===== config.mk =====
export PLATFORM = sky130hd
export DESIGN_NAME = lock_condvar_thread_scheduler_flat
export DESIGN_NICKNAME = d
export VERILOG_FILES = /design/src/design/lcs_pkg.sv /design/src/design/lcs_if.sv /design/src/design/lcs_ram.sv /design/src/design/lcs_ctrl.sv /design/src/design/lcs_dp.sv /design/src/design/lock_condvar_thread_scheduler.sv /design/src/flat_wrapper.sv
export SDC_FILE = /design/constraint.sdc
export NUM_CORES = 2
export LEC_CHECK = 0
export ABC_AREA = 1
export BUFFER_PORTS_ARGS = -buffer_cell sky130_fd_sc_hd__buf_4
export CAP_MARGIN = 40
export CORE_MARGIN = 2
export CORE_UTILIZATION = 50
export CTS_CLUSTER_SIZE = 20
export DETAILED_ROUTE_END_ITERATION = 6
export PLACE_DENSITY = 0.65
export SKIP_CTS_REPAIR_TIMING = 1
export SLEW_MARGIN = 20
export SYNTH_ARGS = -nofsm -noshare
export SYNTH_HDL_FRONTEND = slang
export SYNTH_SLANG_ARGS = --single-unit

===== constraint.sdc =====
create_clock -name clk -period 17.1 [get_ports clk]
set_input_delay 2.565 -clock clk [delete_from_list [all_inputs] [get_ports clk]]
set_output_delay 2.565 -clock clk [all_outputs]
set_load 0.01 [all_outputs]

===== src/design/lcs_pkg.sv =====
// Package for the lock and condition-variable thread scheduler.
// Holds widths, call kinds, status and halt codes, and controller/datapath structs.
// No dependencies.
package lcs_pkg;

    localparam int LCS_MAX_THREADS = 16;
    localparam int LCS_MAX_LOCKS   = 8;
    localparam int LCS_MAX_CONDS   = 16;

    localparam int THREAD_W = 4;
    localparam int KEY_W    = 32;
    localparam int KIND_W   = 3;
    localparam int STATUS_W = 2;
    localparam int HALT_W   = 2;

    localparam logic [KIND_W-1:0] K_INIT   = 3'd0;
    localparam logic [KIND_W-1:0] K_CREATE = 3'd1;
    localparam logic [KIND_W-1:0] K_LOCK   = 3'd2;
    localparam logic [KIND_W-1:0] K_UNLOCK = 3'd3;
    localparam logic [KIND_W-1:0] K_WAIT   = 3'd4;
    localparam logic [KIND_W-1:0] K_SIGNAL = 3'd5;
    localparam logic [KIND_W-1:0] K_YIELD  = 3'd6;
    localparam logic [KIND_W-1:0] K_FINISH = 3'd7;

    localparam logic [STATUS_W-1:0] ST_OK       = 2'd0;
    localparam logic [STATUS_W-1:0] ST_UNK_LOCK = 2'd1;
    localparam logic [STATUS_W-1:0] ST_UNK_COND = 2'd2;
    localparam logic [STATUS_W-1:0] ST_FULL     = 2'd3;

    localparam logic [HALT_W-1:0] HALT_RUN      = 2'd0;
    localparam logic [HALT_W-1:0] HALT_EXIT     = 2'd1;
    localparam logic [HALT_W-1:0] HALT_DEADLOCK = 2'd2;

    typedef struct packed {
        logic load;
        logic lsrch;
        logic csrch;
        logic exec;
    } lcs_cmd_t;

    typedef struct packed {
        logic [KIND_W-1:0] kind;
        logic              lsrch_done;
        logic              lhit;
        logic              csrch_done;
    } lcs_stat_t;

endpackage


===== src/design/lcs_if.sv =====
// Valid/ready channel interfaces for calls and results.
// Depends on lcs_pkg.
interface lcs_call_if import lcs_pkg::*; ();
    logic                valid;
    logic                ready;
    logic [KIND_W-1:0]   kind;
    logic [THREAD_W-1:0] thread_id;
    logic [KEY_W-1:0]    lock_id;
    logic [KEY_W-1:0]    cond_id;

    modport source (output valid, kind, thread_id, lock_id, cond_id, input ready);
    modport sink   (input valid, kind, thread_id, lock_id, cond_id, output ready);
endinterface

interface lcs_result_if import lcs_pkg::*; ();
    logic                valid;
    logic                ready;
    logic [STATUS_W-1:0] status;
    logic [THREAD_W-1:0] running_thread;
    logic                switched;
    logic [HALT_W-1:0]   halt;

    modport source (output valid, status, running_thread, switched, halt, input ready);
    modport sink   (input valid, status, running_thread, switched, halt, output ready);
endinterface


===== src/design/lcs_ram.sv =====
// Generic single-write, single-read RAM with registered read data.
// No dependencies.
module lcs_ram #(
    parameter int WIDTH = 4,
    parameter int DEPTH = 16,
    localparam int AW = (DEPTH > 1) ? $clog2(DEPTH) : 1
) (
    input  logic             clk,
    input  logic             we,
    input  logic [AW-1:0]    waddr,
    input  logic [WIDTH-1:0] wdata,
    input  logic [AW-1:0]    raddr,
    output logic [WIDTH-1:0] rdata
);

    logic [WIDTH-1:0] mem [DEPTH];

    always_ff @(posedge clk)
    begin
        if (we)
        begin
            mem[waddr] <= wdata;
        end
        rdata <= mem[raddr];
    end

endmodule


===== src/design/lcs_ctrl.sv =====
// Controller state machine: sequences search, read, execute and result phases.
// Depends on lcs_pkg.
module lcs_ctrl import lcs_pkg::*; (
    input  logic      clk,
    input  logic      rst_n,
    input  logic      call_valid,
    output logic      call_ready,
    output logic      result_valid,
    input  logic      result_ready,
    input  lcs_stat_t stat,
    output lcs_cmd_t  cmd
);

    localparam logic [2:0] S_IDLE  = 3'd0;
    localparam logic [2:0] S_LSRCH = 3'd1;
    localparam logic [2:0] S_CSRCH = 3'd2;
    localparam logic [2:0] S_READ  = 3'd3;
    localparam logic [2:0] S_EXEC  = 3'd4;
    localparam logic [2:0] S_OUT   = 3'd5;

    logic [2:0] state_reg;
    logic [2:0] state_next;

    assign call_ready   = (state_reg == S_IDLE);
    assign result_valid = (state_reg == S_OUT);

    always_comb
    begin
        cmd.load   = (state_reg == S_IDLE) && call_valid;
        cmd.lsrch  = (state_reg == S_LSRCH);
        cmd.csrch  = (state_reg == S_CSRCH);
        cmd.exec   = (state_reg == S_EXEC);
        state_next = state_reg;
        case (state_reg)
            S_IDLE:
            begin
                if (call_valid)
                begin
                    state_next = S_LSRCH;
                end
            end
            S_LSRCH:
            begin
                if (stat.lsrch_done)
                begin
                    if (stat.lhit && (stat.kind inside {K_WAIT, K_SIGNAL}))
                    begin
                        state_next = S_CSRCH;
                    end
                    else
                    begin
                        state_next = S_READ;
                    end
                end
            end
            S_CSRCH:
            begin
                if (stat.csrch_done)
                begin
                    state_next = S_READ;
                end
            end
            S_READ:  state_next = S_EXEC;
            S_EXEC:  state_next = S_OUT;
            S_OUT:
            begin
                if (result_ready)
                begin
                    state_next = S_IDLE;
                end
            end
            default: state_next = S_IDLE;
        endcase
    end

    always_ff @(posedge clk or negedge rst_n)
    begin
        if (!rst_n)
        begin
            state_reg <= S_IDLE;
        end
        else
        begin
            state_reg <= state_next;
        end
    end

endmodule


===== src/design/lcs_dp.sv =====
// Datapath: ready queue, lock and condition tables, per-lock and per-condition queues.
// Depends on lcs_pkg and lcs_ram.
module lcs_dp import lcs_pkg::*; #(
    parameter int MAX_THREADS = LCS_MAX_THREADS,
    parameter int MAX_LOCKS   = LCS_MAX_LOCKS,
    parameter int MAX_CONDS   = LCS_MAX_CONDS
) (
    input  logic                clk,
    input  logic                rst_n,
    input  lcs_cmd_t            cmd,
    output lcs_stat_t           stat,
    input  logic [KIND_W-1:0]   kind,
    input  logic [THREAD_W-1:0] thread_id,
    input  logic [KEY_W-1:0]    lock_id,
    input  logic [KEY_W-1:0]    cond_id,
    output logic [STATUS_W-1:0] status,
    output logic [THREAD_W-1:0] running_thread,
    output logic                switched,
    output logic [HALT_W-1:0]   halt
);

    localparam int PW   = $clog2(MAX_THREADS);
    localparam int CNTW = $clog2(MAX_THREADS + 1);
    localparam int LW   = (MAX_LOCKS > 1) ? $clog2(MAX_LOCKS) : 1;
    localparam int CW   = (MAX_CONDS > 1) ? $clog2(MAX_CONDS) : 1;
    localparam int BD   = MAX_LOCKS * MAX_THREADS;
    localparam int WD   = MAX_CONDS * MAX_THREADS;
    localparam int BAW  = $clog2(BD);
    localparam int WAW  = $clog2(WD);
    localparam logic [CNTW-1:0] FULL_CNT = CNTW'(MAX_THREADS);

    function automatic logic [PW-1:0] wrap_add(input logic [PW-1:0] p,
                                               input logic [CNTW-1:0] n);
        logic [CNTW:0] s;
        s = (CNTW+1)'(p) + (CNTW+1)'(n);
        if (s >= (CNTW+1)'(MAX_THREADS))
        begin
            s = s - (CNTW+1)'(MAX_THREADS);
        end
        return s[PW-1:0];
    endfunction

    function automatic logic [PW-1:0] wrap_dec(input logic [PW-1:0] p);
        return (p == '0) ? PW'(MAX_THREADS - 1) : p - PW'(1);
    endfunction

    // Captured call
    logic [KIND_W-1:0]   kind_reg;
    logic [THREAD_W-1:0] tid_reg;
    logic [KEY_W-1:0]    lkey_reg;
    logic [KEY_W-1:0]    ckey_reg;

    // Search state
    logic [LW-1:0] lidx_reg, lfree_reg, li_reg;
    logic          lfree_vld_reg, lfound_reg, lfree_ok_reg;
    logic [CW-1:0] cidx_reg, cfree_reg, ci_reg;
    logic          cfree_vld_reg, cfound_reg, cfree_ok_reg;

    // Scheduler state
    logic [THREAD_W-1:0] running_reg, running_next;
    logic [PW-1:0]       rhead_reg, rhead_next;
    logic [CNTW-1:0]     rcount_reg, rcount_next;

    logic [KEY_W-1:0]    lock_key_reg   [MAX_LOCKS];
    logic [KEY_W-1:0]    lock_key_next  [MAX_LOCKS];
    logic                lock_valid_reg [MAX_LOCKS];
    logic                lock_valid_next[MAX_LOCKS];
    logic                lock_busy_reg  [MAX_LOCKS];
    logic                lock_busy_next [MAX_LOCKS];
    logic [THREAD_W-1:0] lock_owner_reg [MAX_LOCKS];
    logic [THREAD_W-1:0] lock_owner_next[MAX_LOCKS];
    logic [PW-1:0]       bhead_reg      [MAX_LOCKS];
    logic [PW-1:0]       bhead_next     [MAX_LOCKS];
    logic [CNTW-1:0]     bcount_reg     [MAX_LOCKS];
    logic [CNTW-1:0]     bcount_next    [MAX_LOCKS];

    logic                cond_valid_reg [MAX_CONDS];
    logic                cond_valid_next[MAX_CONDS];
    logic [LW-1:0]       cond_lock_reg  [MAX_CONDS];
    logic [LW-1:0]       cond_lock_next [MAX_CONDS];
    logic [KEY_W-1:0]    cond_key_reg   [MAX_CONDS];
    logic [KEY_W-1:0]    cond_key_next  [MAX_CONDS];
    logic [PW-1:0]       chead_reg      [MAX_CONDS];
    logic [PW-1:0]       chead_next     [MAX_CONDS];
    logic [CNTW-1:0]     ccount_reg     [MAX_CONDS];
    logic [CNTW-1:0]     ccount_next    [MAX_CONDS];

    // Result register
    logic [STATUS_W-1:0] status_reg, status_next;
    logic [THREAD_W-1:0] run_out_reg;
    logic                switched_reg;
    logic [HALT_W-1:0]   halt_reg, halt_next;

    // Queue memories
    logic                rq_we, bq_we, wq_we;
    logic [PW-1:0]       rq_waddr;
    logic [BAW-1:0]      bq_waddr, bq_raddr;
    logic [WAW-1:0]      wq_waddr, wq_raddr;
    logic [THREAD_W-1:0] rq_wdata, bq_wdata, wq_wdata;
    logic [THREAD_W-1:0] rq_rdata, bq_rdata, wq_rdata;

    // Search compares
    logic lhit, llast, lfree_now, cmatch, clast, cfree_now;

    // Execute temporaries
    logic            busy_c, pushed;
    logic [CNTW-1:0] bcnt_c, wcnt_c;
    logic [CNTW:0]   rc1;

    assign lhit      = lock_valid_reg[lidx_reg] && (lock_key_reg[lidx_reg] == lkey_reg);
    assign llast     = (lidx_reg == LW'(MAX_LOCKS - 1));
    assign lfree_now = !lock_valid_reg[lidx_reg];
    assign cmatch    = cond_valid_reg[cidx_reg] && (cond_lock_reg[cidx_reg] == li_reg)
                       && (cond_key_reg[cidx_reg] == ckey_reg);
    assign clast     = (cidx_reg == CW'(MAX_CONDS - 1));
    assign cfree_now = !cond_valid_reg[cidx_reg];

    assign stat.kind       = kind_reg;
    assign stat.lsrch_done = lhit || llast;
    assign stat.lhit       = lhit;
    assign stat.csrch_done = cmatch || clast;

    assign bq_raddr = BAW'(int'(li_reg) * MAX_THREADS + int'(bhead_reg[li_reg]));
    assign wq_raddr = WAW'(int'(ci_reg) * MAX_THREADS + int'(chead_reg[ci_reg]));

    lcs_ram #(.WIDTH(THREAD_W), .DEPTH(MAX_THREADS)) u_ready_ram (
        .clk(clk), .we(rq_we), .waddr(rq_waddr), .wdata(rq_wdata),
        .raddr(rhead_reg), .rdata(rq_rdata)
    );

    lcs_ram #(.WIDTH(THREAD_W), .DEPTH(BD)) u_blocked_ram (
        .clk(clk), .we(bq_we), .waddr(bq_waddr), .wdata(bq_wdata),
        .raddr(bq_raddr), .rdata(bq_rdata)
    );

    lcs_ram #(.WIDTH(THREAD_W), .DEPTH(WD)) u_wait_ram (
        .clk(clk), .we(wq_we), .waddr(wq_waddr), .wdata(wq_wdata),
        .raddr(wq_raddr), .rdata(wq_rdata)
    );

    always_comb
    begin
        running_next    = running_reg;
        rhead_next      = rhead_reg;
        rcount_next     = rcount_reg;
        lock_key_next   = lock_key_reg;
        lock_valid_next = lock_valid_reg;
        lock_busy_next  = lock_busy_reg;
        lock_owner_next = lock_owner_reg;
        bhead_next      = bhead_reg;
        bcount_next     = bcount_reg;
        cond_valid_next = cond_valid_reg;
        cond_lock_next  = cond_lock_reg;
        cond_key_next   = cond_key_reg;
        chead_next      = chead_reg;
        ccount_next     = ccount_reg;
        status_next     = ST_OK;
        halt_next       = HALT_RUN;
        rq_we    = 1'b0;
        rq_waddr = wrap_add(rhead_reg, rcount_reg);
        rq_wdata = running_reg;
        bq_we    = 1'b0;
        bq_waddr = bq_raddr;
        bq_wdata = running_reg;
        wq_we    = 1'b0;
        wq_waddr = wq_raddr;
        wq_wdata = running_reg;
        busy_c   = lfound_reg && lock_busy_reg[li_reg];
        bcnt_c   = lfound_reg ? bcount_reg[li_reg] : '0;
        wcnt_c   = cfound_reg ? ccount_reg[ci_reg] : '0;
        pushed   = 1'b0;
        rc1      = (CNTW+1)'(rcount_reg);

        if (cmd.exec)
        begin
            case (kind_reg)
                K_INIT:
                begin
                    running_next = tid_reg;
                    rhead_next   = '0;
                    rcount_next  = '0;
                    for (int i = 0; i < MAX_LOCKS; i++)
                    begin
                        lock_valid_next[i] = 1'b0;
                        lock_busy_next[i]  = 1'b0;
                        lock_owner_next[i] = '0;
                        bhead_next[i]      = '0;
                        bcount_next[i]     = '0;
                    end
                    for (int i = 0; i < MAX_CONDS; i++)
                    begin
                        cond_valid_next[i] = 1'b0;
                        chead_next[i]      = '0;
                        ccount_next[i]     = '0;
                    end
                end
                K_CREATE:
                begin
                    if (rcount_reg == FULL_CNT)
                    begin
                        status_next = ST_FULL;
                    end
                    else
                    begin
                        rq_we       = 1'b1;
                        rq_wdata    = tid_reg;
                        rcount_next = rcount_reg + CNTW'(1);
                    end
                end
                K_LOCK:
                begin
                    if (!lfound_reg && !lfree_ok_reg)
                    begin
                        status_next = ST_FULL;
                    end
                    else if (!busy_c)
                    begin
                        lock_valid_next[li_reg] = 1'b1;
                        lock_key_next[li_reg]   = lkey_reg;
                        lock_busy_next[li_reg]  = 1'b1;
                        lock_owner_next[li_reg] = running_reg;
                        bcount_next[li_reg]     = bcnt_c;
                    end
                    else if (bcnt_c == FULL_CNT)
                    begin
                        status_next = ST_FULL;
                    end
                    else
                    begin
                        bq_we    = 1'b1;
                        bq_waddr = BAW'(int'(li_reg) * MAX_THREADS
                                        + int'(wrap_add(bhead_reg[li_reg], bcnt_c)));
                        bcount_next[li_reg] = bcnt_c + CNTW'(1);
                        if (rcount_reg == '0)
                        begin
                            halt_next = HALT_DEADLOCK;
                        end
                        else
                        begin
                            running_next = rq_rdata;
                            rhead_next   = wrap_add(rhead_reg, CNTW'(1));
                            rcount_next  = rcount_reg - CNTW'(1);
                        end
                    end
                end
                K_UNLOCK, K_WAIT:
                begin
                    if (!lfound_reg)
                    begin
                        status_next = ST_UNK_LOCK;
                    end
                    else if ((kind_reg == K_WAIT) && !cfound_reg && !cfree_ok_reg)
                    begin
                        status_next = ST_FULL;
                    end
                    else if ((kind_reg == K_WAIT) && (wcnt_c == FULL_CNT))
                    begin
                        status_next = ST_FULL;
                    end
                    else if (busy_c && (bcnt_c != '0) && (rcount_reg == FULL_CNT))
                    begin
                        status_next = ST_FULL;
                    end
                    else
                    begin
                        if (kind_reg == K_WAIT)
                        begin
                            cond_valid_next[ci_reg] = 1'b1;
                            cond_lock_next[ci_reg]  = li_reg;
                            cond_key_next[ci_reg]   = ckey_reg;
                            wq_we    = 1'b1;
                            wq_waddr = WAW'(int'(ci_reg) * MAX_THREADS
                                            + int'(wrap_add(chead_reg[ci_reg], wcnt_c)));
                            ccount_next[ci_reg] = wcnt_c + CNTW'(1);
                        end
                        // Release: hand the lock to the blocked head if any
                        if (busy_c)
                        begin
                            if (bcnt_c != '0)
                            begin
                                lock_owner_next[li_reg] = bq_rdata;
                                bhead_next[li_reg]  = wrap_add(bhead_reg[li_reg], CNTW'(1));
                                bcount_next[li_reg] = bcnt_c - CNTW'(1);
                                rq_we    = 1'b1;
                                rq_wdata = bq_rdata;
                                pushed   = 1'b1;
                            end
                            else
                            begin
                                lock_busy_next[li_reg] = 1'b0;
                            end
                        end
                        rc1 = (CNTW+1)'(rcount_reg) + (CNTW+1)'(pushed);
                        rcount_next = rc1[CNTW-1:0];
                        if (kind_reg == K_WAIT)
                        begin
                            if (rc1 == '0)
                            begin
                                halt_next = HALT_DEADLOCK;
                            end
                            else
                            begin
                                running_next = (rcount_reg == '0) ? bq_rdata : rq_rdata;
                                rhead_next   = wrap_add(rhead_reg, CNTW'(1));
                                rcount_next  = CNTW'(rc1 - (CNTW+1)'(1));
                            end
                        end
                    end
                end
                K_SIGNAL:
                begin
                    if (!lfound_reg)
                    begin
                        status_next = ST_UNK_LOCK;
                    end
                    else if (!cfound_reg)
                    begin
                        status_next = ST_UNK_COND;
                    end
                    else if (wcnt_c == '0)
                    begin
                        status_next = ST_OK;
                    end
                    else if (!busy_c)
                    begin
                        if (rcount_reg == FULL_CNT)
                        begin
                            status_next = ST_FULL;
                        end
                        else
                        begin
                            chead_next[ci_reg]  = wrap_add(chead_reg[ci_reg], CNTW'(1));
                            ccount_next[ci_reg] = wcnt_c - CNTW'(1);
                            lock_busy_next[li_reg]  = 1'b1;
                            lock_owner_next[li_reg] = wq_rdata;
                            rq_we       = 1'b1;
                            rq_wdata    = wq_rdata;
                            rcount_next = rcount_reg + CNTW'(1);
                        end
                    end
                    else if (bcnt_c == FULL_CNT)
                    begin
                        status_next = ST_FULL;
                    end
                    else
                    begin
                        chead_next[ci_reg]  = wrap_add(chead_reg[ci_reg], CNTW'(1));
                        ccount_next[ci_reg] = wcnt_c - CNTW'(1);
                        bhead_next[li_reg]  = wrap_dec(bhead_reg[li_reg]);
                        bcount_next[li_reg] = bcnt_c + CNTW'(1);
                        bq_we    = 1'b1;
                        bq_waddr = BAW'(int'(li_reg) * MAX_THREADS
                                        + int'(wrap_dec(bhead_reg[li_reg])));
                        bq_wdata = wq_rdata;
                    end
                end
                K_YIELD:
                begin
                    if (rcount_reg != '0)
                    begin
                        running_next = rq_rdata;
                        rhead_next   = wrap_add(rhead_reg, CNTW'(1));
                        rq_we        = 1'b1;
                    end
                end
                default:
                begin
                    if (rcount_reg == '0)
                    begin
                        halt_next = HALT_EXIT;
                    end
                    else
                    begin
                        running_next = rq_rdata;
                        rhead_next   = wrap_add(rhead_reg, CNTW'(1));
                        rcount_next  = rcount_reg - CNTW'(1);
                    end
                end
            endcase
        end
    end

    // Payload registers
    always_ff @(posedge clk)
    begin
        if (cmd.load)
        begin
            kind_reg <= kind;
            tid_reg  <= thread_id;
            lkey_reg <= lock_id;
            ckey_reg <= cond_id;
        end
        if (cmd.exec)
        begin
            status_reg   <= status_next;
            halt_reg     <= halt_next;
            run_out_reg  <= running_next;
            switched_reg <= (running_next != running_reg);
        end
        lock_key_reg  <= lock_key_next;
        cond_key_reg  <= cond_key_next;
        cond_lock_reg <= cond_lock_next;
        if (cmd.lsrch && stat.lsrch_done)
        begin
            li_reg <= lhit ? lidx_reg : (lfree_vld_reg ? lfree_reg : lidx_reg);
        end
        else if (cmd.lsrch && lfree_now && !lfree_vld_reg)
        begin
            lfree_reg <= lidx_reg;
        end
        if (cmd.csrch && stat.csrch_done)
        begin
            ci_reg <= cmatch ? cidx_reg : (cfree_vld_reg ? cfree_reg : cidx_reg);
        end
        else if (cmd.csrch && cfree_now && !cfree_vld_reg)
        begin
            cfree_reg <= cidx_reg;
        end
    end

    // Control state
    always_ff @(posedge clk or negedge rst_n)
    begin
        if (!rst_n)
        begin
            running_reg   <= '0;
            rhead_reg     <= '0;
            rcount_reg    <= '0;
            lidx_reg      <= '0;
            cidx_reg      <= '0;
            lfree_vld_reg <= 1'b0;
            cfree_vld_reg <= 1'b0;
            lfound_reg    <= 1'b0;
            lfree_ok_reg  <= 1'b0;
            cfound_reg    <= 1'b0;
            cfree_ok_reg  <= 1'b0;
            for (int i = 0; i < MAX_LOCKS; i++)
            begin
                lock_valid_reg[i] <= 1'b0;
                lock_busy_reg[i]  <= 1'b0;
                lock_owner_reg[i] <= '0;
                bhead_reg[i]      <= '0;
                bcount_reg[i]     <= '0;
            end
            for (int i = 0; i < MAX_CONDS; i++)
            begin
                cond_valid_reg[i] <= 1'b0;
                chead_reg[i]      <= '0;
                ccount_reg[i]     <= '0;
            end
        end
        else
        begin
            running_reg    <= running_next;
            rhead_reg      <= rhead_next;
            rcount_reg     <= rcount_next;
            lock_valid_reg <= lock_valid_next;
            lock_busy_reg  <= lock_busy_next;
            lock_owner_reg <= lock_owner_next;
            bhead_reg      <= bhead_next;
            bcount_reg     <= bcount_next;
            cond_valid_reg <= cond_valid_next;
            chead_reg      <= chead_next;
            ccount_reg     <= ccount_next;
            if (cmd.load)
            begin
                lidx_reg      <= '0;
                cidx_reg      <= '0;
                lfree_vld_reg <= 1'b0;
                cfree_vld_reg <= 1'b0;
                lfound_reg    <= 1'b0;
                cfound_reg    <= 1'b0;
            end
            if (cmd.lsrch)
            begin
                if (stat.lsrch_done)
                begin
                    lfound_reg   <= lhit;
                    lfree_ok_reg <= lhit || lfree_vld_reg || lfree_now;
                end
                else
                begin
                    lidx_reg <= lidx_reg + LW'(1);
                    if (lfree_now)
                    begin
                        lfree_vld_reg <= 1'b1;
                    end
                end
            end
            if (cmd.csrch)
            begin
                if (stat.csrch_done)
                begin
                    cfound_reg   <= cmatch;
                    cfree_ok_reg <= cmatch || cfree_vld_reg || cfree_now;
                end
                else
                begin
                    cidx_reg <= cidx_reg + CW'(1);
                    if (cfree_now)
                    begin
                        cfree_vld_reg <= 1'b1;
                    end
                end
            end
        end
    end

    assign status         = status_reg;
    assign running_thread = run_out_reg;
    assign switched       = switched_reg;
    assign halt           = halt_reg;

endmodule


===== src/design/lock_condvar_thread_scheduler.sv =====
// Top level of the lock and condition-variable thread scheduler.
// Depends on lcs_pkg, lcs_if, lcs_ctrl, lcs_dp.
//
// Usage:
//   call   - sink channel; one word is one call of the running thread
//            (kind, thread_id, lock_id, cond_id).
//   result - source channel; one word per call (status, running_thread,
//            switched, halt).
// Sequence: after a call is accepted, a lock table scan (stops at the first
// hit), for wait and signal with a known lock a condition table scan, then a
// queue-read state and an execute state. The result word is presented in the
// following cycle. The next call can be taken in the cycle after the result
// leaves.
// One call is processed at a time; call.ready is high only when the block
// is idle.
// Reset: empties the ready queue, invalidates every lock and condition
// entry and sets the running thread to 0. Queue memories are not cleared;
// entries are read only below their fill counts.
// Stall: the result word is held in its register until result.ready; no new
// call is taken meanwhile.
module lock_condvar_thread_scheduler import lcs_pkg::*; #(
    parameter int MAX_THREADS = LCS_MAX_THREADS,
    parameter int MAX_LOCKS   = LCS_MAX_LOCKS,
    parameter int MAX_CONDS   = LCS_MAX_CONDS
) (
    input logic         clk,
    input logic         rst_n,
    lcs_call_if.sink    call,
    lcs_result_if.source result
);

    lcs_cmd_t  cmd;
    lcs_stat_t stat;

    // Sequence the phases of one call
    lcs_ctrl u_ctrl (
        .clk          (clk),
        .rst_n        (rst_n),
        .call_valid   (call.valid),
        .call_ready   (call.ready),
        .result_valid (result.valid),
        .result_ready (result.ready),
        .stat         (stat),
        .cmd          (cmd)
    );

    // Hold the tables and queues and execute the call
    lcs_dp #(
        .MAX_THREADS (MAX_THREADS),
        .MAX_LOCKS   (MAX_LOCKS),
        .MAX_CONDS   (MAX_CONDS)
    ) u_dp (
        .clk            (clk),
        .rst_n          (rst_n),
        .cmd            (cmd),
        .stat           (stat),
        .kind           (call.kind),
        .thread_id      (call.thread_id),
        .lock_id        (call.lock_id),
        .cond_id        (call.cond_id),
        .status         (result.status),
        .running_thread (result.running_thread),
        .switched       (result.switched),
        .halt           (result.halt)
    );

endmodule


===== src/flat_wrapper.sv =====
// flat-port wrapper written by rule: the top's interface ports become plain ports
module lock_condvar_thread_scheduler_flat import lcs_pkg::*;
#(
    parameter int MAX_THREADS = LCS_MAX_THREADS,
    parameter int MAX_LOCKS   = LCS_MAX_LOCKS,
    parameter int MAX_CONDS   = LCS_MAX_CONDS
)
  (clk, rst_n, call_valid, call_kind, call_thread_id, call_lock_id, call_cond_id, call_ready, result_valid, result_status, result_running_thread, result_switched, result_halt, result_ready);
  lcs_call_if call_i ();
  lcs_result_if result_i ();
  input logic clk;
  input logic rst_n;
  input wire logic [$bits(call_i.valid)-1:0] call_valid;
  input wire logic [$bits(call_i.kind)-1:0] call_kind;
  input wire logic [$bits(call_i.thread_id)-1:0] call_thread_id;
  input wire logic [$bits(call_i.lock_id)-1:0] call_lock_id;
  input wire logic [$bits(call_i.cond_id)-1:0] call_cond_id;
  output wire logic [$bits(call_i.ready)-1:0] call_ready;
  output wire logic [$bits(result_i.valid)-1:0] result_valid;
  output wire logic [$bits(result_i.status)-1:0] result_status;
  output wire logic [$bits(result_i.running_thread)-1:0] result_running_thread;
  output wire logic [$bits(result_i.switched)-1:0] result_switched;
  output wire logic [$bits(result_i.halt)-1:0] result_halt;
  input wire logic [$bits(result_i.ready)-1:0] result_ready;
  assign call_i.valid = call_valid;
  assign call_i.kind = call_kind;
  assign call_i.thread_id = call_thread_id;
  assign call_i.lock_id = call_lock_id;
  assign call_i.cond_id = call_cond_id;
  assign call_ready = call_i.ready;
  assign result_valid = result_i.valid;
  assign result_status = result_i.status;
  assign result_running_thread = result_i.running_thread;
  assign result_switched = result_i.switched;
  assign result_halt = result_i.halt;
  assign result_i.ready = result_ready;
  lock_condvar_thread_scheduler #(.MAX_THREADS(MAX_THREADS), .MAX_LOCKS(MAX_LOCKS), .MAX_CONDS(MAX_CONDS)) u_core (.clk(clk), .rst_n(rst_n), .call(call_i), .result(result_i));
endmodule

## Word level (Yosys, flattened, before mapping)

Memory sizes are Yosys's and may differ from the RTL's. A register that Yosys moved wholly into a read port is not among the register bits.
Index checks and enable logic that the tools add are counted.

| operators by class | value |
|---|---|
| multiplexer cells | 347 |
| equal/unequal tests | 47 |
| magnitude comparators | 12 |
| add/subtract/negate cells | 28 |
| reduce and logical (&&, ||, !) cells | 67 |
| bitwise gates (word level) | 18 |

Operator list:

| operator | number |
|---|---|
| 80-bit 2-to-1 mux | 11 |
| 32-bit 2-to-1 mux | 17 |
| 40-bit 2-to-1 mux | 13 |
| 512-bit bitwise mux | 1 |
| 4-bit 2-to-1 mux | 96 |
| 64-bit 2-to-1 mux | 6 |
| 256-bit bitwise mux | 1 |
| 80-bit one-hot mux with 3 select lines | 1 |
| 8-bit 2-to-1 mux | 22 |
| 80-bit bitwise mux | 2 |
| 40-bit one-hot mux with 4 select lines | 1 |
| 32-bit binary-select mux with 4-bit select | 1 |
| 64-bit bitwise mux | 2 |
| 32-bit demux with 4-bit select | 1 |
| 64-bit one-hot mux with 2 select lines | 1 |
| 40-bit bitwise mux | 3 |
| 5-bit 2-to-1 mux | 23 |
| 32-bit binary-select mux with 3-bit select | 1 |
| 32-bit demux with 3-bit select | 1 |
| 32-bit one-hot mux with 3 select lines | 1 |
| 16-bit 2-to-1 mux | 5 |
| 32-bit bitwise mux | 2 |
| 32-bit equality test | 2 |
| 1-bit 2-to-1 mux | 63 |
| 81 further kinds | 242 |

| storage, ports and cells | value |
|---|---|
| output and inout port bits | 11 |
| bits in writable memories | 1,600 |
| bits of input ports | 75 |
| bits in registers | 1,187 |
| memories kept | 3 |

Memory list:

| name | words | width | rd ports | clocked after memory_dff | write ports | line | RTL |
|---|---|---|---|---|---|---|---|
| u_core.u_dp.u_wait_ram.mem | 256 | 4 | 1 | 1 | 1 | lcs_ram.sv:16 | `logic [WIDTH-1:0] mem [DEPTH];` |
| u_core.u_dp.u_blocked_ram.mem | 128 | 4 | 1 | 1 | 1 | lcs_ram.sv:16 |  |
| u_core.u_dp.u_ready_ram.mem | 16 | 4 | 1 | 1 | 1 | lcs_ram.sv:16 |  |

## Depth between registers and ports, before layout

| depth | value |
|---|---|
| word-level depth | 25 |
| mapped depth | 34 |
| gate-level depth less buffers | 31 |

## Modules after synthesis

A second synthesis with hierarchy kept.

| unflattened totals | value |
|---|---|
| cells, all modules | 11,355 |
| area, all modules | 122,083.3 um^2 |

Modules (own cells, without submodules):

| module | area an instance (um^2) | instances | sequential area each (um^2) | cells each |
|---|---|---|---|---|
| lcs_dp | 54,508.5 | 1 | 34,182.8 | 5,418 |
| lcs_ram at u_core.u_dp.u_wait_ram | 42,804.8 | 1 | 30,829.6 | 3,714 |
| lcs_ram at u_core.u_dp.u_blocked_ram | 21,528.1 | 1 | 15,454.8 | 1,889 |
| lcs_ram at u_core.u_dp.u_ready_ram | 2,966.6 | 1 | 2,001.9 | 290 |
| lcs_ctrl | 275.3 | 1 | 75.1 | 44 |

## Least setup slack after synthesis

No wires, ideal clock.

| timing | value |
|---|---|
| path kind | register -> register |
| start point | reg u_core.u_dp.li_reg[0] |
| end point | mem u_core.u_dp.u_blocked_ram.mem[0][3], data pin |
| data arrival time | 7.734 ns |
| slack | 8.167 ns |
| setup time | 1.199 ns |
| data required time | 15.901 ns |
| stages on the path, launching flop included | 20 |
| cells stage by stage | edfxtp_1 -> buf_4 -> buf_6 -> buf_2 -> nor2_1 -> inv_1 -> buf_2 -> o22ai_1 -> inv_1 -> nand4_1 -> nand2_1 -> clkbuf_1 -> ha_1 -> inv_1 -> nor2_2 -> nand3_2 -> nand2_2 -> inv_2 -> nand4_2 -> o21ai_0 |

| between the ends | value |
|---|---|
| cells in the longest elaborated chain, start to end | 13 |

RTL lines:

| what | line | RTL |
|---|---|---|
| start, declared | lcs_dp.sv:54 | `logic [LW-1:0] lidx_reg, lfree_reg, li_reg;` |
| start signal, assigned | lcs_dp.sv:405 | `li_reg <= lhit ? lidx_reg : (lfree_vld_reg ? lfree_reg : lidx_reg);` |
| 3-bit inverter with 4-bit output (not written as such) (*) | lcs_dp.sv:168, lcs_dp.sv:169 |  |
| 5-bit binary-select mux with 3-bit select | lcs_dp.sv:169 | `bcnt_c = lfound_reg ? bcount_reg[li_reg] : '0;` |
| 5-bit 2-to-1 mux (not written as such) (2 in series) | lcs_dp.sv:169 |  |
| 5-bit 2-to-1 mux | lcs_dp.sv:169 |  |
| 5-bit equality test | lcs_dp.sv:341 | `else if (bcnt_c == FULL_CNT)` |
| 4-bit 2-to-1 mux | lcs_dp.sv:341 |  |
| 4-bit 2-to-1 mux (*) | lcs_dp.sv:324 | `else if (!busy_c)` |
| 4-bit 2-to-1 mux (*) | lcs_dp.sv:320 | `else if (wcnt_c == '0)` |
| 4-bit 2-to-1 mux (*) | lcs_dp.sv:316 | `else if (!cfound_reg)` |
| 4-bit 2-to-1 mux (*) | lcs_dp.sv:312 | `if (!lfound_reg)` |
| 4-bit 2-to-1 mux (*) | lcs_dp.sv:176 | `case (kind_reg)` |
| 4-bit 2-to-1 mux (*) | lcs_dp.sv:174 | `if (cmd.exec)` |
| net u_core.u_dp.bq_wdata[3] | lcs_dp.sv:99 | `logic [THREAD_W-1:0] rq_wdata, bq_wdata, wq_wdata;` |
| end, declared | lcs_ram.sv:16 |  |

Mark *: on every way through the listed nets, which the timed path passes. The rest lies on a longest branch. The select of a mux whose other input is x is not followed.

## Worst setup path after layout

| timing | value |
|---|---|
| start point | reg u_core.u_dp.li_reg[0] |
| end point | mem u_core.u_dp.u_wait_ram.mem[148][2] (enable) |

| between the ends | value |
|---|---|
| cells in the longest elaborated chain, start to end | 16 |

RTL lines:

| what | line | RTL |
|---|---|---|
| 3-bit inverter with 4-bit output (not written as such) (*) | lcs_dp.sv:168, lcs_dp.sv:169 |  |
| 5-bit binary-select mux with 3-bit select | lcs_dp.sv:169 |  |
| 5-bit 2-to-1 mux (not written as such) (2 in series) | lcs_dp.sv:169 |  |
| 5-bit 2-to-1 mux | lcs_dp.sv:169 |  |
| 5-bit nonzero test | lcs_dp.sv:260 | `else if (busy_c && (bcnt_c != '0) && (rcount_reg == FULL_CNT))` |
| 1-bit logical AND (*) (2 in series) | lcs_dp.sv:260 |  |
| 1-bit 2-to-1 mux | lcs_dp.sv:260 |  |
| 1-bit 2-to-1 mux | lcs_dp.sv:256 | `else if ((kind_reg == K_WAIT) && (wcnt_c == FULL_CNT))` |
| 1-bit 2-to-1 mux | lcs_dp.sv:252 | `else if ((kind_reg == K_WAIT) && !cfound_reg && !cfree_ok_reg)` |
| 1-bit 2-to-1 mux | lcs_dp.sv:248 | `if (!lfound_reg)` |
| 1-bit 2-to-1 mux | lcs_dp.sv:176 |  |
| 1-bit 2-to-1 mux | lcs_dp.sv:174 |  |
| 1-bit 2-to-1 mux | lcs_ram.sv:20 | `if (we)` |
| 1-bit 2-to-1 mux (not written as such) | lcs_ram.sv:22 | `mem[waddr] <= wdata;` |
| end, declared | lcs_ram.sv:16 |  |

Every way passes the cells marked *; elsewhere a longest branch is shown, timed or not. The select of a mux whose other input is x is not followed.

==> results by group <==
Detailed routing
  • DR DRC count: 0
  • DR iter-0 viols: 10.2k
  • Post-Route WL: 337 mm
  • Post-route antenna net violation count: 0
  • Routed vias: 87.9k
  • WL per Instance: ~22 um
  • Via-per-instance ratio: 5.84
  • Pre-antenna DRT Iters: 7

Finish
  • # fillers: 20.1k
  • Final Core Density: 0.565
  • Synth-to-layout area growth: 12.3%
  • Final nets: 11.7k
  • Layout cells sized above 1: 0.0872
  • Final Instance Area: 138000 um2
  • Max reg flops: 1024
  • Commonest cells after routing, fill and taps aside: edfxtp_1, nand2_1, nor2_1, o21ai_0, nand3_1
  • Leading cell type in the layout, fill and taps excluded: edfxtp_1

GRT
  • Total grt overflow: 0
  • Initial antenna violation count: 3
  • Total global-route track usage: 0.265
  • First-pass GRT wire length: 509 mm
  • Largest net degree at the start of global routing: 183
  • Vias in the first global route: 84.7k

Critical path
  • Worst path buffer plus inverter count: 9
  • Reg2Reg Setup Slack: 10.28 ns
  • WP depth: 22
  • Crit path max-delay cell type: inv_1
  • Crit path to: u_core.u_dp.u_wait_ram.mem[148][2]$_DFFE_PP_
  • R2r endpoint: u_core.u_dp.u_wait_ram.mem[148][2]$_DFFE_PP_
  • CP required: 17.71 ns
  • Arrival @ worst endpoint: 7.43 ns
  • CP endpoint kind: register
  • Critical path origin: u_core.u_dp.li_reg[0]$_DFFE_PP_
  • Slowest stage delay, CP: between 0.6 and 0.7 ns
  • Critical path class: reg2reg
  • FF-to-FF path depth: 22
  • CP Cell Sequence: buf_4, inv_2, nor2_2, buf_4, inv_1, o22ai_1, nor2_1, nand4_1, nand2_1, ha_1, inv_1, nor2_2, nand3_2, nand3_2, inv_2, nor2_2, nand2_2, buf_16, nor2_4, buf_4, inv_1, nor2_1
  • Worst-path maximum fanout: between 60 and 70
  • Worst r2r src: u_core.u_dp.li_reg[0]$_DFFE_PP_
  • Worst setup SP type: register
  • Crit path max-delay family: buffers and inverters

Synthesis
  • EDFF count, synth: 2510
  • Most used DFF post-synth: edfxtp_1
  • Post-synth ARST share: 0.0990
  • Seq/Total Area, Yosys: 0.673
  • Largest area contributor in the netlist: edfxtp_1
  • Seq cells post-synth: between 2k and 3k
  • Mapped Cells: 11.7k
  • Synth warnings: 0
  • Post-synthesis net count: 11.8k
  • Post-Syn Area: about 120000 um2
  • Synth unique cells: 65
  • Yosys top cell area share: 0.614
  • Synth area leaders: edfxtp_1, nand2_1, dfrtp_1, nor2_1, o21ai_0
  • Mapped Avg Cell Area: 10.5 um2

Pwr
  • Comb power frac: 0.196
  • Overall Power: 18.6 mW
  • Sequential share of power: 0.456
  • Sw power: 5.53 mW
  • Internal power: between 10 and 15 mW
  • Peak supply drop: ~0.12 mV
  • LEAKAGE: 50.9 nW
  • Sw Share: 0.297
  • PD cells: 135 nW/um2
  • Clock Power Share: 0.348

STA
  • Worst-margin pin slew: about 1.0 ns
  • Unrepaired setup endpoints after global routing: false
  • Final setup violation count: 0
  • Final Critical Period: 6.82 ns
  • Setup TNS: 0 ns
  • Fmax: 147 MHz
  • Hold Fails Final Rpt: 0
  • Slew headroom: 0.334
  • Clock skew: between 0.06 and 0.07 ns
  • Fin crit share: 0.399
  • Hold slack final: about 0.5 ns
  • Slew Viols, Final: 0

Clocking
  • Number of CTS-inserted buffers: 306
  • CTS clk-pin slew, worst paths: 0.06 ns
  • CTS tree: done
  • Clk sink count: 2799
  • Clock root buffer: clkbuf_16
  • H-tree Lvls: 5
  • Clk_lat worst skew: 0.98 ns
  • CTS Buffer Depth: 4

Hold path
  • Min-delay src: u_core.u_dp.chead_reg[50]$_DFFE_PN0P_
  • Hold Path Class: reg2reg

Status
  • Status: finished clean

Placed design
  • Placement Cell Area: 128000 um2
  • GP Congestion: 0.908
  • DP Wirelength: 199 mm
  • PortBufs: 85

Floorplanning
  • Die Span Y: 499 um
  • Rows: ~180
  • CORE AREA: around 240000 um2
  • Initial core utilization: 0.503
  • Top Ports: 86
  • Die Wd: 499 um
  • Die area: 249000 um2

Job
  • Max cap viols: 0
[logic make-up (layout without fill, tap and decap cells)]
kind of cell,after synthesis,in the layout,share of synthesized area
DFF,2799,2799,0.673
and+or+nand+nor,5335,5335,0.180
other,0,1,0
AOI/OAI and AO/OA,1989,1989,0.0921
adders and majority gates,33,33,0.00361
xor gates and xnor gates,49,49,0.00356
buffers and inverters,1468,1638,0.0471
muxes,3,3,0.000245
[per-layer routing]
layer	up-vias	share of wire	track usage
met4	2	0.033	0.0912
met2	3787	0.47	0.429
met3	635	0.079	0.0415
met5	-	0.000021	0
li1	40200	-	-
met1	43200	0.42	0.365
[stage by stage]
step	std cells	setup slack (ns)
after detailed placement	14500	10.36
after CTS	15000	10.40
final	15000	10.28
after floorplan	11700	8.17
after global routing	15000	9.99
after global placement	14400	10.39
[power by group through the flow]
stage	clock, mW	combinational, mW	sequential (mW)
after floorplan	0	2.09	8.79
after global placement	0	3.36	8.70
after detailed placement	0	3.56	8.66
after CTS	6.58	3.57	8.52
after global routing	6.84	4.04	8.52
final	6.49	3.64	8.50
[Yosys cell counts (5+ instances only)]
cell	count
a211oi_1	5
a21o_1	8
a21oi_1	218
a22oi_1	29
a31oi_1	29
and2_1	18
buf_1	54
buf_2	145
buf_4	11
buf_6	6
clkbuf_1	480
clkinv_1	9
dfrtp_1	277
dfxtp_1	12
edfxtp_1	2510
ha_1	29
inv_1	734
inv_2	27
nand2_1	2307
nand2_2	21
nand3_1	831
nand3_2	5
nand3_4	9
nand3b_1	13
nand4_1	48
nor2_1	1778
nor2_2	10
nor2_4	6
nor3_1	166
o211ai_1	231
o21ai_0	1225
o21ai_1	16
o221ai_1	89
o22ai_1	109
or2_2	105
xnor2_1	10
xor2_1	38
[layout make-up]
type,count,area (um2),share of cell area
Antenna cell,1,2.50,0.0000182
Clock buffer,387,8270,0.0600
Clock inverter,146,1520,0.0110
Inverter,772,2920,0.0212
Multi-Input combinational cell,7409,34700,0.252
Sequential cell,2799,82600,0.599
Tap cell,3202,4010,0.0291
Timing Repair Buffer,333,3760,0.0273
[worst reg2reg max path: stages, from the launching register on]
cell	delay (ns)
edfxtp_1	0.35
buf_4	0.32
inv_2	0.39
nor2_2	0.07
buf_4	0.25
inv_1	0.48
o22ai_1	0.17
nor2_1	0.15
nand4_1	0.12
nand2_1	0.38
ha_1	0.24
inv_1	0.05
nor2_2	0.21
nand3_2	0.14
nand3_2	0.20
inv_2	0.06
nor2_2	0.29
nand2_2	0.47
buf_16	0.36
nor2_4	0.10
buf_4	0.59
inv_1	0.62
nor2_1	0.46
[worst min-delay path by stage]
stage,endpoint,depth (start not counted)
after floorplan,u_core.u_dp.cfree_reg[2]$_DFFE_PP_,0
after global placement,u_core.u_dp.chead_reg[50]$_DFFE_PN0P_,2
after CTS,u_core.u_dp.chead_reg[50]$_DFFE_PN0P_,2
after global routing,u_core.u_dp.chead_reg[50]$_DFFE_PN0P_,2
final,u_core.u_dp.chead_reg[50]$_DFFE_PN0P_,2
after detailed placement,u_core.u_dp.chead_reg[50]$_DFFE_PN0P_,2
(Power assumes the default switching activity.)
